--- src/rtl/core/nvqp_pkg.sv ---
// Shared types, codes and helpers for the NVMe I/O queue pair host block.
package nvqp_pkg;

    localparam int unsigned QUEUE_DEPTH_DEFAULT = 512;

    localparam logic [18:0] DB_BASE       = 19'h01000;
    localparam logic [1:0]  IO_QID        = 2'd1;
    localparam logic [23:0] TIMEOUT_RESET = 24'd10000000;
    localparam logic [7:0]  NVM_OPC_WRITE = 8'h01;
    localparam logic [7:0]  NVM_OPC_READ  = 8'h02;

    typedef enum logic [1:0] {
        OP_READ       = 2'd0,
        OP_WRITE      = 2'd1,
        OP_COMPLETION = 2'd2,
        OP_TICK       = 2'd3
    } opcode_t;

    typedef enum logic [1:0] {
        KIND_ENTRY      = 2'd0,
        KIND_DOORBELL   = 2'd1,
        KIND_COMPLETION = 2'd2,
        KIND_ERROR      = 2'd3
    } kind_t;

    typedef enum logic [1:0] {
        ERR_NONE     = 2'd0,
        ERR_TIMEOUT  = 2'd1,
        ERR_DISABLED = 2'd2,
        ERR_BUSY     = 2'd3
    } err_t;

    typedef enum logic [7:0] {
        CFG_ENABLE    = 8'd0,
        CFG_NAMESPACE = 8'd1,
        CFG_STRIDE    = 8'd2,
        CFG_TIMEOUT   = 8'd3
    } cfg_idx_t;

    typedef struct packed {
        logic        enabled;
        logic [31:0] namespace_id;
        logic [3:0]  stride;
        logic [23:0] timeout;
    } cfg_t;

    typedef struct packed {
        opcode_t     opcode;
        logic [63:0] lba;
        logic [16:0] block_count;
        logic [63:0] buffer_address;
        logic [15:0] cq_status;
    } item_t;

    typedef struct packed {
        kind_t       kind;
        logic [8:0]  slot_index;
        logic [31:0] command_dword0;
        logic [31:0] entry_namespace;
        logic [63:0] entry_lba;
        logic [15:0] entry_count_field;
        logic [63:0] entry_buffer;
        logic [18:0] doorbell_offset;
        logic [8:0]  doorbell_value;
        logic [14:0] status_code;
        err_t        error_code;
        logic        last;
    } result_t;

    // Up to two results produced by one item, in delivery order.
    typedef struct packed {
        logic [1:0] count;
        result_t    first;
        result_t    second;
    } pair_t;

    // Doorbell register offset: base + (2*qid + is_cq) * (4 << stride).
    function automatic logic [18:0] doorbell_at(input logic [3:0] stride, input logic is_cq);
        logic [18:0] spacing;
        logic [1:0]  mult;
        begin
            spacing = 19'd4 << stride;
            mult    = {IO_QID[0], is_cq};
            doorbell_at = DB_BASE + (spacing * {17'd0, mult});
        end
    endfunction

endpackage

--- src/rtl/core/nvme_io_queue_pair_host.sv ---
// Top level of the NVMe I/O queue pair host block.
// Host side of one NVMe I/O queue pair with a single command in flight.
// Input items are read/write requests, completion words seen at the
// completion queue head, and timer ticks. A request yields a submission
// entry (result 0) followed by a tail doorbell write (result 1); a
// completion whose phase bit matches the expected phase yields a
// completion status followed by a head doorbell write. Rejected requests
// and timeouts yield one error result; stray completions and idle ticks
// yield nothing. Rate: the input is registered and processed once the
// result buffer can take its results; the result port delivers one
// result per cycle while m_ready is high. An item with two results holds
// the port longer. A new item is taken while results of the
// previous one are still draining. Configuration writes (index 0 enable,
// 1 namespace, 2 doorbell stride, 3 timeout) are always ready and must only
// be issued while the block is idle; other indexes are ignored.
module nvme_io_queue_pair_host
    import nvqp_pkg::*;
#(
    parameter int unsigned QUEUE_DEPTH = QUEUE_DEPTH_DEFAULT
) (
    input  logic        aclk,
    input  logic        aresetn,

    // request / event channel
    input  logic        s_valid,
    output logic        s_ready,
    input  logic [1:0]  s_opcode,
    input  logic [63:0] s_lba,
    input  logic [16:0] s_block_count,
    input  logic [63:0] s_buffer_address,
    input  logic [15:0] s_cq_status,

    // result channel
    output logic        m_valid,
    input  logic        m_ready,
    output logic [1:0]  m_result_kind,
    output logic [8:0]  m_slot_index,
    output logic [31:0] m_command_dword0,
    output logic [31:0] m_entry_namespace,
    output logic [63:0] m_entry_lba,
    output logic [15:0] m_entry_count_field,
    output logic [63:0] m_entry_buffer,
    output logic [18:0] m_doorbell_offset,
    output logic [8:0]  m_doorbell_value,
    output logic [14:0] m_status_code,
    output logic [1:0]  m_error_code,
    output logic        m_last,

    // configuration write channel
    input  logic        cfg_valid,
    output logic        cfg_ready,
    input  logic [7:0]  cfg_index,
    input  logic [31:0] cfg_data
);

    cfg_t    cfg_reg;
    logic    in_valid_reg;
    item_t   in_item_reg;
    logic    step;
    logic    pair_ready;
    pair_t   pair;
    result_t m_result;

    // configuration registers
    assign cfg_ready = 1'b1;

    always_ff @(posedge aclk) begin
        if (!aresetn) begin
            cfg_reg.enabled      <= 1'b0;
            cfg_reg.namespace_id <= '0;
            cfg_reg.stride       <= '0;
            cfg_reg.timeout      <= TIMEOUT_RESET;
        end else if (cfg_valid && cfg_ready) begin
            if (cfg_index == CFG_ENABLE) begin
                cfg_reg.enabled <= cfg_data[0];
            end
            if (cfg_index == CFG_NAMESPACE) begin
                cfg_reg.namespace_id <= cfg_data;
            end
            if (cfg_index == CFG_STRIDE) begin
                cfg_reg.stride <= cfg_data[3:0];
            end
            if (cfg_index == CFG_TIMEOUT) begin
                cfg_reg.timeout <= cfg_data[23:0];
            end
        end
    end

    // input register: refills in the same cycle its item is processed
    assign step    = in_valid_reg && pair_ready;
    assign s_ready = !in_valid_reg || step;

    always_ff @(posedge aclk) begin
        if (!aresetn) begin
            in_valid_reg <= 1'b0;
        end else if (s_ready) begin
            in_valid_reg <= s_valid;
        end
    end

    always_ff @(posedge aclk) begin
        if (s_valid && s_ready) begin
            in_item_reg.opcode         <= opcode_t'(s_opcode);
            in_item_reg.lba            <= s_lba;
            in_item_reg.block_count    <= s_block_count;
            in_item_reg.buffer_address <= s_buffer_address;
            in_item_reg.cq_status      <= s_cq_status;
        end
    end

    nvqp_engine #(
        .QUEUE_DEPTH (QUEUE_DEPTH)
    ) u_engine (
        .aclk    (aclk),
        .aresetn (aresetn),
        .cfg_i   (cfg_reg),
        .step_i  (step),
        .item_i  (in_item_reg),
        .pair_o  (pair)
    );

    nvqp_out_buf u_out_buf (
        .aclk         (aclk),
        .aresetn      (aresetn),
        .push_i       (step),
        .pair_i       (pair),
        .pair_ready_o (pair_ready),
        .m_valid_o    (m_valid),
        .m_ready_i    (m_ready),
        .m_result_o   (m_result)
    );

    assign m_result_kind       = m_result.kind;
    assign m_slot_index        = m_result.slot_index;
    assign m_command_dword0    = m_result.command_dword0;
    assign m_entry_namespace   = m_result.entry_namespace;
    assign m_entry_lba         = m_result.entry_lba;
    assign m_entry_count_field = m_result.entry_count_field;
    assign m_entry_buffer      = m_result.entry_buffer;
    assign m_doorbell_offset   = m_result.doorbell_offset;
    assign m_doorbell_value    = m_result.doorbell_value;
    assign m_status_code       = m_result.status_code;
    assign m_error_code        = m_result.error_code;
    assign m_last              = m_result.last;

endmodule

--- src/rtl/core/nvqp_engine.sv ---
// Queue state and result formation for one accepted item.
module nvqp_engine
    import nvqp_pkg::*;
#(
    parameter int unsigned QUEUE_DEPTH = QUEUE_DEPTH_DEFAULT
) (
    input  logic  aclk,
    input  logic  aresetn,
    input  cfg_t  cfg_i,
    input  logic  step_i,
    input  item_t item_i,
    output pair_t pair_o
);

    localparam int unsigned PTR_W    = (QUEUE_DEPTH > 1) ? $clog2(QUEUE_DEPTH) : 1;
    localparam logic [PTR_W-1:0] PTR_LAST = PTR_W'(QUEUE_DEPTH - 1);

    logic [PTR_W-1:0] sq_tail_reg, sq_tail_next;
    logic [PTR_W-1:0] cq_head_reg, cq_head_next;
    logic             phase_reg, phase_next;
    logic [15:0]      cmd_id_reg, cmd_id_next;
    logic             waiting_reg, waiting_next;
    logic [23:0]      wait_cnt_reg, wait_cnt_next;

    logic [PTR_W-1:0] tail_inc, head_inc;
    logic [23:0]      wait_inc;
    result_t          r0, r1;

    // Low nine bits of a queue pointer, zero-extended for shallow queues.
    function automatic logic [8:0] to_slot(input logic [PTR_W-1:0] ptr);
        logic [PTR_W+8:0] ext;
        begin
            ext     = {9'd0, ptr};
            to_slot = ext[8:0];
        end
    endfunction

    assign tail_inc = (sq_tail_reg == PTR_LAST) ? '0 : sq_tail_reg + PTR_W'(1);
    assign head_inc = (cq_head_reg == PTR_LAST) ? '0 : cq_head_reg + PTR_W'(1);
    assign wait_inc = wait_cnt_reg + 24'd1;

    always_comb begin
        sq_tail_next  = sq_tail_reg;
        cq_head_next  = cq_head_reg;
        phase_next    = phase_reg;
        cmd_id_next   = cmd_id_reg;
        waiting_next  = waiting_reg;
        wait_cnt_next = wait_cnt_reg;
        r0            = '0;
        r1            = '0;
        pair_o        = '0;

        unique case (item_i.opcode)
            OP_READ, OP_WRITE: begin
                if (!cfg_i.enabled) begin
                    r0.kind       = KIND_ERROR;
                    r0.error_code = ERR_DISABLED;
                    r0.last       = 1'b1;
                    pair_o.count  = 2'd1;
                end else if (waiting_reg) begin
                    r0.kind       = KIND_ERROR;
                    r0.error_code = ERR_BUSY;
                    r0.last       = 1'b1;
                    pair_o.count  = 2'd1;
                end else begin
                    r0.kind              = KIND_ENTRY;
                    r0.slot_index        = to_slot(sq_tail_reg);
                    r0.command_dword0    = {cmd_id_reg, 8'h00,
                        (item_i.opcode == OP_READ) ? NVM_OPC_READ : NVM_OPC_WRITE};
                    r0.entry_namespace   = cfg_i.namespace_id;
                    r0.entry_lba         = item_i.lba;
                    r0.entry_count_field = 16'(item_i.block_count - 17'd1);
                    r0.entry_buffer      = item_i.buffer_address;
                    r1.kind              = KIND_DOORBELL;
                    r1.doorbell_offset   = doorbell_at(cfg_i.stride, 1'b0);
                    r1.doorbell_value    = to_slot(tail_inc);
                    r1.last              = 1'b1;
                    pair_o.count         = 2'd2;
                    sq_tail_next         = tail_inc;
                    waiting_next         = 1'b1;
                    wait_cnt_next        = '0;
                end
            end
            OP_COMPLETION: begin
                if (waiting_reg && (item_i.cq_status[0] == phase_reg)) begin
                    r0.kind            = KIND_COMPLETION;
                    r0.status_code     = item_i.cq_status[15:1];
                    r1.kind            = KIND_DOORBELL;
                    r1.doorbell_offset = doorbell_at(cfg_i.stride, 1'b1);
                    r1.doorbell_value  = to_slot(head_inc);
                    r1.last            = 1'b1;
                    pair_o.count       = 2'd2;
                    cq_head_next       = head_inc;
                    if (head_inc == '0) begin
                        phase_next = ~phase_reg;
                    end
                    cmd_id_next   = cmd_id_reg + 16'd1;
                    waiting_next  = 1'b0;
                    wait_cnt_next = '0;
                end
            end
            OP_TICK: begin
                if (waiting_reg) begin
                    wait_cnt_next = wait_inc;
                    // counter wrap also ends the wait
                    if ((wait_inc >= cfg_i.timeout) || (wait_inc == '0)) begin
                        r0.kind       = KIND_ERROR;
                        r0.error_code = ERR_TIMEOUT;
                        r0.last       = 1'b1;
                        pair_o.count  = 2'd1;
                        waiting_next  = 1'b0;
                        wait_cnt_next = '0;
                    end
                end
            end
            default: begin
            end
        endcase

        pair_o.first  = r0;
        pair_o.second = r1;
    end

    always_ff @(posedge aclk) begin
        if (!aresetn) begin
            sq_tail_reg  <= '0;
            cq_head_reg  <= '0;
            phase_reg    <= 1'b1;
            cmd_id_reg   <= '0;
            waiting_reg  <= 1'b0;
            wait_cnt_reg <= '0;
        end else if (step_i) begin
            sq_tail_reg  <= sq_tail_next;
            cq_head_reg  <= cq_head_next;
            phase_reg    <= phase_next;
            cmd_id_reg   <= cmd_id_next;
            waiting_reg  <= waiting_next;
            wait_cnt_reg <= wait_cnt_next;
        end
    end

endmodule

--- src/rtl/core/nvqp_out_buf.sv ---
// Two-entry result buffer that hands out an item's results in order.
module nvqp_out_buf
    import nvqp_pkg::*;
(
    input  logic    aclk,
    input  logic    aresetn,
    input  logic    push_i,
    input  pair_t   pair_i,
    output logic    pair_ready_o,
    output logic    m_valid_o,
    input  logic    m_ready_i,
    output result_t m_result_o
);

    logic [1:0] count_reg, count_next;
    result_t    head_reg, head_next;
    result_t    tail_reg, tail_next;
    logic       pop;

    assign pop          = (count_reg != 2'd0) && m_ready_i;
    assign pair_ready_o = (count_reg == 2'd0) || ((count_reg == 2'd1) && m_ready_i);
    assign m_valid_o    = (count_reg != 2'd0);
    assign m_result_o   = head_reg;

    always_comb begin
        count_next = count_reg;
        head_next  = head_reg;
        tail_next  = tail_reg;
        priority if (push_i && (pair_i.count != 2'd0)) begin
            // push only lands when the buffer is empty or draining its last entry
            head_next  = pair_i.first;
            tail_next  = pair_i.second;
            count_next = pair_i.count;
        end else if (pop) begin
            head_next  = tail_reg;
            count_next = count_reg - 2'd1;
        end else begin
        end
    end

    always_ff @(posedge aclk) begin
        if (!aresetn) begin
            count_reg <= 2'd0;
        end else begin
            count_reg <= count_next;
        end
    end

    always_ff @(posedge aclk) begin
        head_reg <= head_next;
        tail_reg <= tail_next;
    end

endmodule

--- config.mk ---
export PLATFORM = sky130hd
export DESIGN_NAME = nvme_io_queue_pair_host
export DESIGN_NICKNAME = d
export VERILOG_FILES = /design/src/rtl/core/nvqp_pkg.sv /design/src/rtl/core/nvme_io_queue_pair_host.sv /design/src/rtl/core/nvqp_engine.sv /design/src/rtl/core/nvqp_out_buf.sv
export SDC_FILE = /design/constraint.sdc
export NUM_CORES = 1
export LEC_CHECK = 0
export BUFFER_PORTS_ARGS = -buffer_cell sky130_fd_sc_hd__buf_2
export CAP_MARGIN = 0
export CORE_MARGIN = 5
export CORE_UTILIZATION = 54
export DETAILED_ROUTE_END_ITERATION = 10
export HOLD_SLACK_MARGIN = 0.05
export PLACE_DENSITY = 0.8
export SLEW_MARGIN = 10
export SYNTH_ARGS = -nofsm -noshare
export SYNTH_HDL_FRONTEND = slang
export SYNTH_SLANG_ARGS = --single-unit
--- constraint.sdc ---
create_clock -name aclk -period 12.8 [get_ports aclk]
set_clock_uncertainty 0.2 [all_clocks]
set_input_delay 2.56 -clock aclk [delete_from_list [all_inputs] [get_ports aclk]]
set_output_delay 2.56 -clock aclk [all_outputs]
set_load 0.1 [all_outputs]
; Yosys cells after proc, flatten, opt, wreduce, memory -nomap -nowiden
; Index checks and enable logic that the tools add are counted.
[classes]
add_sub_neg = 8
mul = 1
n_div = 0
n_lt_le_gt_ge = 1
n_eq_ne = 14
n_shift = 1
muxes = 51
n_bitwise = 2
n_reduce_logical = 28
[op_table]
columns = operator, count
row1 = 217-bit 2-to-1 mux, 3
row2 = 265-bit 2-to-1 mux, 2
row3 = 24-bit 2-to-1 mux, 5
row4 = 28-bit 2-to-1 mux, 3
row5 = 24-bit one-hot mux with 3 select lines, 1
row6 = 28-bit one-hot mux with 2 select lines, 1
row7 = "13-bit by 19-bit adder with 19-bit output, first input constant", 2
row8 = 15-bit 2-to-1 mux, 2
row9 = 2-bit 2-to-1 mux, 13
row10 = "24-bit by 1-bit adder with 24-bit output, second input constant", 1
row11 = 24-bit >= comparator, 1
row12 = 24-bit zero test, 1
row13 = "19-bit by 2-bit multiplier with 19-bit output, second input constant", 1
row14 = "3-bit by 4-bit << shifter with 19-bit output, first input constant", 1
row15 = "9-bit by 1-bit adder with 9-bit output, second input constant", 2
row16 = "9-bit equality test, second input constant", 2
row17 = 9-bit 2-to-1 mux, 2
row18 = "16-bit by 1-bit adder with 16-bit output, second input constant", 1
row19 = "8-bit by 2-bit equality test with 1-bit output, second input constant", 2
row20 = "16-bit by 1-bit subtractor with 16-bit output, second input constant", 1
row21 = 2-bit one-hot mux with 3 select lines, 2
row22 = 1-bit 2-to-1 mux, 10
row23 = 9-bit zero test, 1
row24 = 3-bit 2-to-1 mux, 3
row25 = 23 further kinds, 43
[word_totals]
regBits = 582
latchBits = 0
ramBits = 0
mem_bits_ro = 0
in_bits = 208
output_inout_bits = 268
word_cells = 139
n_memories = 0

; Logic depth before layout (Yosys ltp)
; Gate-level depths: netlist of run 1.
[logic_depth]
ltp_word = 9
ltp_mapped = 19

; Hierarchy
; From an unflattened synthesis of run 1, not the netlist that was laid out.
[unflattened]
hier_cells = 3086
area_unflattened_um2 = 35834.4
[by_module_without_submodules]
columns = mod, instances, cells_each, area_each_um2, seq_area_each_um2
row1 = nvqp_out_buf, 1, 1405, 19339.8, 15955.3
row2 = nvqp_engine, 1, 1264, 9092.5, 1201.2
row3 = nvme_io_queue_pair_host, 1, 417, 7402.1, 6135.9

; Worst setup path before layout of run 1
; OpenSTA, ideal clock, no wires.
[synth_timing]
kind = reg2reg
start = reg u_engine.wait_cnt_reg[0]
end = reg u_out_buf.head_reg, in the netlist u_out_buf.m_result_o[0] (enable)
setup_time_ns = 1.747
t_arrival_ns = 6.963
t_required_ns = 10.853
setup_slack_ns = 3.891
stages_incl_launch_ff = 17
path_buffers = 1
period_less_slack_ns = 8.909
cell_sequence = dfxtp_1 -> ha_1 -> buf_2 -> nand3_2 -> nor3_1 -> nand2_1 -> nor3_1 -> xor2_1 -> ha_1 -> nand4_1 -> nor4_1 -> a221oi_1 -> o21ai_0 -> or3_1 -> a211o_1 -> nand2_2 -> nand2_1
[synth_between]
elab_chain_len = 9
elab_cells_between_ends = 10
cone_classes = add/sub: 1 / order compare: 1 / mux: 3 / reduce/logical: 5
[synth_rtl]
columns = element, line_no
row1 = "start, declared", nvqp_engine.sv:23  ; logic [23:0] wait_cnt_reg, wait_cnt_next;
row2 = "start signal, assigned", nvqp_engine.sv:138  ; wait_cnt_reg <= wait_cnt_next;
row3 = 24-bit by 1-bit adder with 24-bit output *, nvqp_engine.sv:40  ; assign wait_inc = wait_cnt_reg + 24'd1;
row4 = 24-bit >= comparator / 24-bit zero test (equally long branches), nvqp_engine.sv:106  ; if ((wait_inc >= cfg_i.timeout) || (wait_inc == '0)) begin
row5 = 1-bit logical OR *, nvqp_engine.sv:106
row6 = 1-bit 2-to-1 mux *, nvqp_engine.sv:106
row7 = 2-bit 2-to-1 mux *, nvqp_engine.sv:103  ; if (waiting_reg) begin
row8 = 2-bit one-hot mux with 3 select lines *, nvqp_engine.sv:53  ; unique case (item_i.opcode)
row9 = 2-bit nonzero test *, nvqp_out_buf.sv:29  ; priority if (push_i && (pair_i.count != 2'd0)) begin
row10 = 1-bit logical AND *, nvqp_out_buf.sv:29
row11 = 2-bit nonzero test (no source line) *, --
row12 = "end signal, assigned", nvqp_out_buf.sv:50  ; head_reg <= head_next;
row13 = "end, declared", nvqp_out_buf.sv:16  ; result_t head_reg, head_next;
; Mark *: on every way between the ends. The rest lies on a longest branch, timed or not.
; A chain may end at the register's enable or synchronous reset.

; Worst setup path after layout of run 1
[layout_timing]
start = reg u_engine.wait_cnt_reg[0]
end = reg u_out_buf.head_reg, in the netlist u_out_buf.m_result_o[122] (enable)
; Same word-level chain as after synthesis.

==> run metrics, run 1 <==
outcome complete, no violations; total number of yosys warnings 0; post-route ant nets 0; crit path kind register to register; final setup vio count 0; DP Wirelength 40.22 mm; fin area 27720 sq um; Net Sw Frac 36.97%; number of remaining DRC errors 0; Leak Pwr 11.66 nW; Yosys reg bits 562; CP peak stage delay 0.77 ns; storage element area 15370 sq um; pwr/cell area 187.2 nW/um^2; cts hold-fix bufs 0; TritonCTS buffer count 53; Rows 76; layout cells sized above 1 24.73%; Root Buffer clkbuf_16; Buf/Inv on CP 1; Starting DRT DRC Count 1595; fin nets 2549; Synth cell types 76; Post-Synthesis Cells 1876; Post-DP Area 25880 sq um; Die Y 217.8 um; EDFF count, synth 412; final std cells w/o fill 2917; Combinational Power Share 25.7%; area grow syn2layout 18.90%; Startpoint Class register; total gr overflow 0; Max Buffers Root-to-Sink 3; first-pass iteration count of the detailed router 5; clock power share 31.4%; Max Fclk 154.2 MHz; maximum capacitance violations 0; max_slew headroom 18.73%; Pwr Total 5.188 mW; final hold viol count 0; Port Buffer Count 457; multi-input logic area 7192 sq um; sequential power share 43.0%; RSZ-0062 raised after global routing no; Clock Sinks 562; share of async-settable or async-resettable flops after synthesis 0%; worst vdd ir 159.2 uV; die width 217.8 um; CTS tree built; placed cell count 2807; global-route wire length before repair 88.06 mm; worst r2r src u_engine.wait_cnt_reg[0]; DR WL/cell 20.16 um; vias in the first global route 15670; GPL Wtd Cong 0.8729; Total GRT Usage 23.61%; predominant post-synthesis flop cell edfxtp_1; worst hold path startpoint cfg_reg[49]; sequential-to-total area share from yosys stat 65.94%; H-tree levels 2; core area 42890 sq um; Filler Cell Count 3092; Critical-path top delay cell nand2_4; clk_lat worst skew 0.60 ns; Final TNS setup 0 ns; IO Count 476; largest net degree at the start of global routing 153; CP endpoint kind register; Crit path required time 12.82 ns; top cell family by delay on the critical path simple AND/OR/NAND/NOR gates; worst path cell trace ha_1 -> nand3_2 -> nor3_1 -> nand2_1 -> nor3_1 -> xor2_1 -> ha_1 -> nand4_1 -> nor4_1 -> o2111ai_1 -> a21oi_1 -> or3_1 -> a211o_1 -> nand2_2 -> nand2_4 -> buf_12; P_sw 1.918 mW; via count 16208; syn_area_per_cell 12.43 sq um; crit path time final 6.485 ns; Die ar. 47430 sq um; Reg clk slew, reported paths 0.06 ns; Synth Cell Area 23310 sq um; max FFs per register 249; HP Class register to register; cell-internal power 3.270 mW; DRT Wirelength 58.82 mm; cts repair resizes 0; Setup Buffers After CTS 0; Slew Viols, Final 0; initial antenna violation count 13; Worst Tran Pin Value 1.213 ns; crit path DAT 6.51 ns; Vias/cell 5.556; final worst-path cycle share 50.67%; Critical Path Start u_engine.wait_cnt_reg[0]; crit-path max FO 152; Initial Util 54.36%
## worst register-to-register path, cell delays in order (launching register included)
cell and delay (ns):
dfxtp_1 0.53, ha_1 0.41, nand3_2 0.19, nor3_1 0.46
nand2_1 0.19, nor3_1 0.27, xor2_1 0.14, ha_1 0.32
nand4_1 0.13, nor4_1 0.59, o2111ai_1 0.19, a21oi_1 0.21
or3_1 0.22, a211o_1 0.27, nand2_2 0.17, nand2_4 0.77
buf_12 0.68
## power groups by stage
stage,clock network (mW),logic [mW],registers (mW)
after floorplan,0,0.196,3.20
after global placement,0,1.32,2.26
after detailed placement,0,1.33,2.27
after CTS,1.65,1.34,2.23
after global routing,1.74,1.37,2.25
final,1.63,1.33,2.23
## cells by family after synthesis
group	share of synthesized area, %
simple gates	16.27
flops	65.94
compound gates	7.470
buf+inv	3.574
xor+xnor	2.817
fa+ha+maj	3.467
mux	0.4293
other cells	0.03221
## synth_stat cells (6+ instances only)
library cell,number,area share (%)
xor2_1,34,1.3
o21ai_0,26,0.56
clkbuf_1,103,1.7
dfxtp_1,150,13
nor3_1,27,0.58
a22oi_1,12,0.39
o31ai_1,6,0.19
a21boi_0,39,1.3
xnor2_1,41,1.5
a22o_1,9,0.34
a21oi_1,62,1.3
a31oi_1,12,0.32
and3_1,217,5.8
or3_1,18,0.48
nor4_1,8,0.21
a21boi_1,22,0.71
and2_1,18,0.48
nand4_1,17,0.46
inv_1,51,0.82
or4_1,7,0.23
o22ai_1,15,0.40
a21o_1,7,0.23
nor2b_1,29,0.78
mux2i_1,10,0.43
nand2_1,234,3.8
edfxtp_1,412,53
buf_2,9,0.19
o211ai_1,15,0.48
nor2_1,69,1.1
nand3_1,27,0.58
ha_1,63,3.4
buf_4,21,0.68
## metrics by stage
stage / util [%] / setup slack (ns) / hold slack [ns]
finish: 64.64 / 6.315 / 0.2505
global route: 64.60 / 5.944 / 0.2712
CTS: 64.58 / 6.497 / 0.2504
detailed placement: 60.34 / 6.533 / 0.2423
global placement: 60.34 / 6.588 / 0.2371
floorplan: - / 3.891 / 0.2306
## final cells by class
cell class / count / share of cell area, %
tap: 585 / 2.640
clock inverter: 35 / 1.544
inverter: 52 / 0.7041
clock buffer: 64 / 5.005
antenna: 11 / 0.09930
timing repair buffer: 468 / 8.603
multi-input combinational: 1140 / 25.94
sequential: 562 / 55.46
## placed cells by master, fill, tap and decap left out, types with 39 or more instances in the layout
cell       instances
a21boi_0          39
inv_1             51
clkbuf_16         53
dfxtp_1          150
and3_1           217
edfxtp_1         412
nor2_1            69
xnor2_1           41
ha_1              63
buf_2            456
a21oi_1           62
nand2_1          233
## path summary, 6_finish.rpt
check	end	cells after the start	slack [ns]
worst max-delay path	u_out_buf.m_result_o[122]	16	6.31
worst min-delay path	cfg_reg[49]	2	0.25
worst max register to register	u_out_buf.m_result_o[122]	16	6.31
worst min register to register	cfg_reg[49]	2	0.25
## metal layers
| layer | global-route usage [%] | vias up | wire length (um) |
|---|---|---|---|
| met5 | 0 | - | 70 |
| met4 | 9.588 | 10 | 2513 |
| li1 | - | 7594 | - |
| met1 | 29.73 | 7860 | 22760 |
| met2 | 39.69 | 601 | 29200 |
| met3 | 5.581 | 143 | 4274 |
No activity file was read; power rests on OpenSTA's default activity.
==> run 2: changes to the inputs <==
--- a/config.mk
+++ b/config.mk
@@ -8,10 +8,10 @@
 export BUFFER_PORTS_ARGS = -buffer_cell sky130_fd_sc_hd__buf_2
 export CAP_MARGIN = 0
 export CORE_MARGIN = 5
-export CORE_UTILIZATION = 54
+export CORE_UTILIZATION = 50
 export DETAILED_ROUTE_END_ITERATION = 10
 export HOLD_SLACK_MARGIN = 0.05
-export PLACE_DENSITY = 0.8
+export PLACE_DENSITY = 0.78
 export SLEW_MARGIN = 10
 export SYNTH_ARGS = -nofsm -noshare
 export SYNTH_HDL_FRONTEND = slang
==> constraint.sdc (replaced) <==
create_clock -name aclk -period 5.9 [get_ports aclk]
set_clock_uncertainty 0.2 [all_clocks]
set_input_delay 1.18 -clock aclk [delete_from_list [all_inputs] [get_ports aclk]]
set_output_delay 1.18 -clock aclk [all_outputs]
set_load 0.1 [all_outputs]
==> run metrics, run 2 (synthesis results as in run 1) <==
pwr/cell area 402.9 nW/um^2; number of remaining DRC errors 0; Total GRT Usage 21.35%; Die ar. 51050 sq um; final hold slack 0.2521 ns; r2r setup slk 0.49 ns; most common library cell in the layout ignoring fill and taps buf_2; die width 225.9 um; top cell family by delay on the critical path simple AND/OR/NAND/NOR gates; Leak Pwr 11.76 nW; TritonCTS buffer count 56; via count 16103; post-route ant nets 0; Die Y 225.9 um; Rows 79; clk_lat worst skew 0.60 ns; Critical Path Start u_engine.wait_cnt_reg[11]; worst vdd ir 501.9 uV; Crit path required time 5.98 ns; worst r2r src u_engine.wait_cnt_reg[11]; fin nets 2564; CP endpoint kind register; maximum capacitance violations 0; cts hold-fix bufs 0; IO Count 476; cts repair resizes 0; vias in the first global route 15891; Final Core Density 60.22%; CP peak stage delay 0.61 ns; Final TNS setup 0 ns; Worst Tran Pin Value 1.130 ns; initial antenna violation count 9; cell depth of the worst setup path 16; R2R cell count 16; DP Wirelength 39.57 mm; max_slew headroom 24.64%; Filler Cell Count 3563; final setup vio count 0; total gr overflow 0; Port Buffer Count 457; max FFs per register 249; worst path cell trace nand4_2 -> nor2_1 -> nand4_1 -> nor2_1 -> nand3_1 -> xnor2_1 -> ha_1 -> nand4_1 -> nor4_1 -> o2111ai_1 -> a21oi_1 -> or3_1 -> a211o_1 -> nand2_2 -> nand2_8 -> buf_4; Initial Util 50.29%; Setup Buffers After CTS 0; Slew Viols, Final 0; Vias/cell 5.455; Clock Sinks 562; first-pass iteration count of the detailed router 5; fin area 27920 sq um; CTS tree built; Starting DRT DRC Count 1186; final hold viol count 0; outcome complete, no violations; DR WL/cell 19.56 um; HP Class register to register; Max Buffers Root-to-Sink 3; commonest cells after routing, fill and taps aside buf_2, edfxtp_1, nand2_1, and3_1, dfxtp_1; Critical-path top delay cell nor4_1; Reg clk slew, reported paths 0.06 ns; Worst Setup EP u_out_buf.m_result_o[195]; crit-path max FO 55; Startpoint Class register; Root Buffer clkbuf_16; final worst-path cycle share 91.77%; area grow syn2layout 19.74%; crit path kind register to register; global-route wire length before repair 86.68 mm; RR Endpoint u_out_buf.m_result_o[195]; crit path time final 5.415 ns; GPL Wtd Cong 0.8897; largest net degree at the start of global routing 203; Buf/Inv on CP 1; layout cells sized above 1 25.31%; Max Fclk 184.7 MHz; Post-DP Area 26080 sq um; H-tree levels 2; RSZ-0062 raised after global routing no; DRT Wirelength 57.73 mm; crit path DAT 5.50 ns; core area 46360 sq um
[run 2: area by class of cell]
cell class / instances / area (sq um) / share of cell area, %
Antenna cell: 6 / 15.01 / 0.05378
Clock buffer: 79 / 1570 / 5.625
Multi-Input combinational cell: 1140 / 7208 / 25.82
Inverter: 52 / 195.2 / 0.6991
Timing Repair Buffer: 480 / 2550 / 9.134
Sequential cell: 562 / 15370 / 55.07
Tap cell: 607 / 759.5 / 2.720
Clock inverter: 26 / 245.2 / 0.8784
[run 2: how the worst min path moves through the flow]
stage	start	end	slack, ns	depth (start not counted)
2_1_floorplan	cfg_reg[35]	cfg_reg[35]	0.23	2
3_3_place_gp	cfg_reg[41]	cfg_reg[41]	0.24	2
3_5_place_dp	cfg_reg[51]	cfg_reg[51]	0.24	2
4_1_cts	cfg_reg[50]	cfg_reg[50]	0.25	2
5_1_grt	cfg_reg[41]	cfg_reg[41]	0.27	2
6_report	cfg_reg[8]	cfg_reg[8]	0.25	2
[run 2: stage by stage]
| stage | instances | setup slack, ns | power, mW |
|---|---|---|---|
| floorplan | 1892 | 0.5482 | 7.296 |
| detailed placement | 2841 | 0.4504 | 7.849 |
| global placement | 2841 | 0.5808 | 7.807 |
| finish | 2952 | 0.4855 | 11.25 |
| CTS | 2946 | 0.4058 | 11.34 |
| global route | 2951 | 0.04557 | 11.61 |
[run 2: tightest hold or removal path, delay by kind of cell (launching register included)]
kind	cells	cell delay (ns)
flip-flops	1	0.31
AO/OA/AOI/OAI	1	0.05
AND/OR/NAND/NOR	1	0.05
[run 2: where the power goes]
part | switching, mW | internal (mW) | leakage (nW)
clock | 1.48 | 2.00 | 0.879
combinational | 2.58 | 0.358 | 5.68
sequential | 0.135 | 4.69 | 5.20
[run 2: metal layers]
metal	global-route usage (%)	vias to the layer above	part of all wire, %
li1	-	7614	-
met1	27.18	7717	39
met2	36.13	653	50
met3	5.070	115	7.8
met4	7.321	4	2.8
met5	0	-	0.043
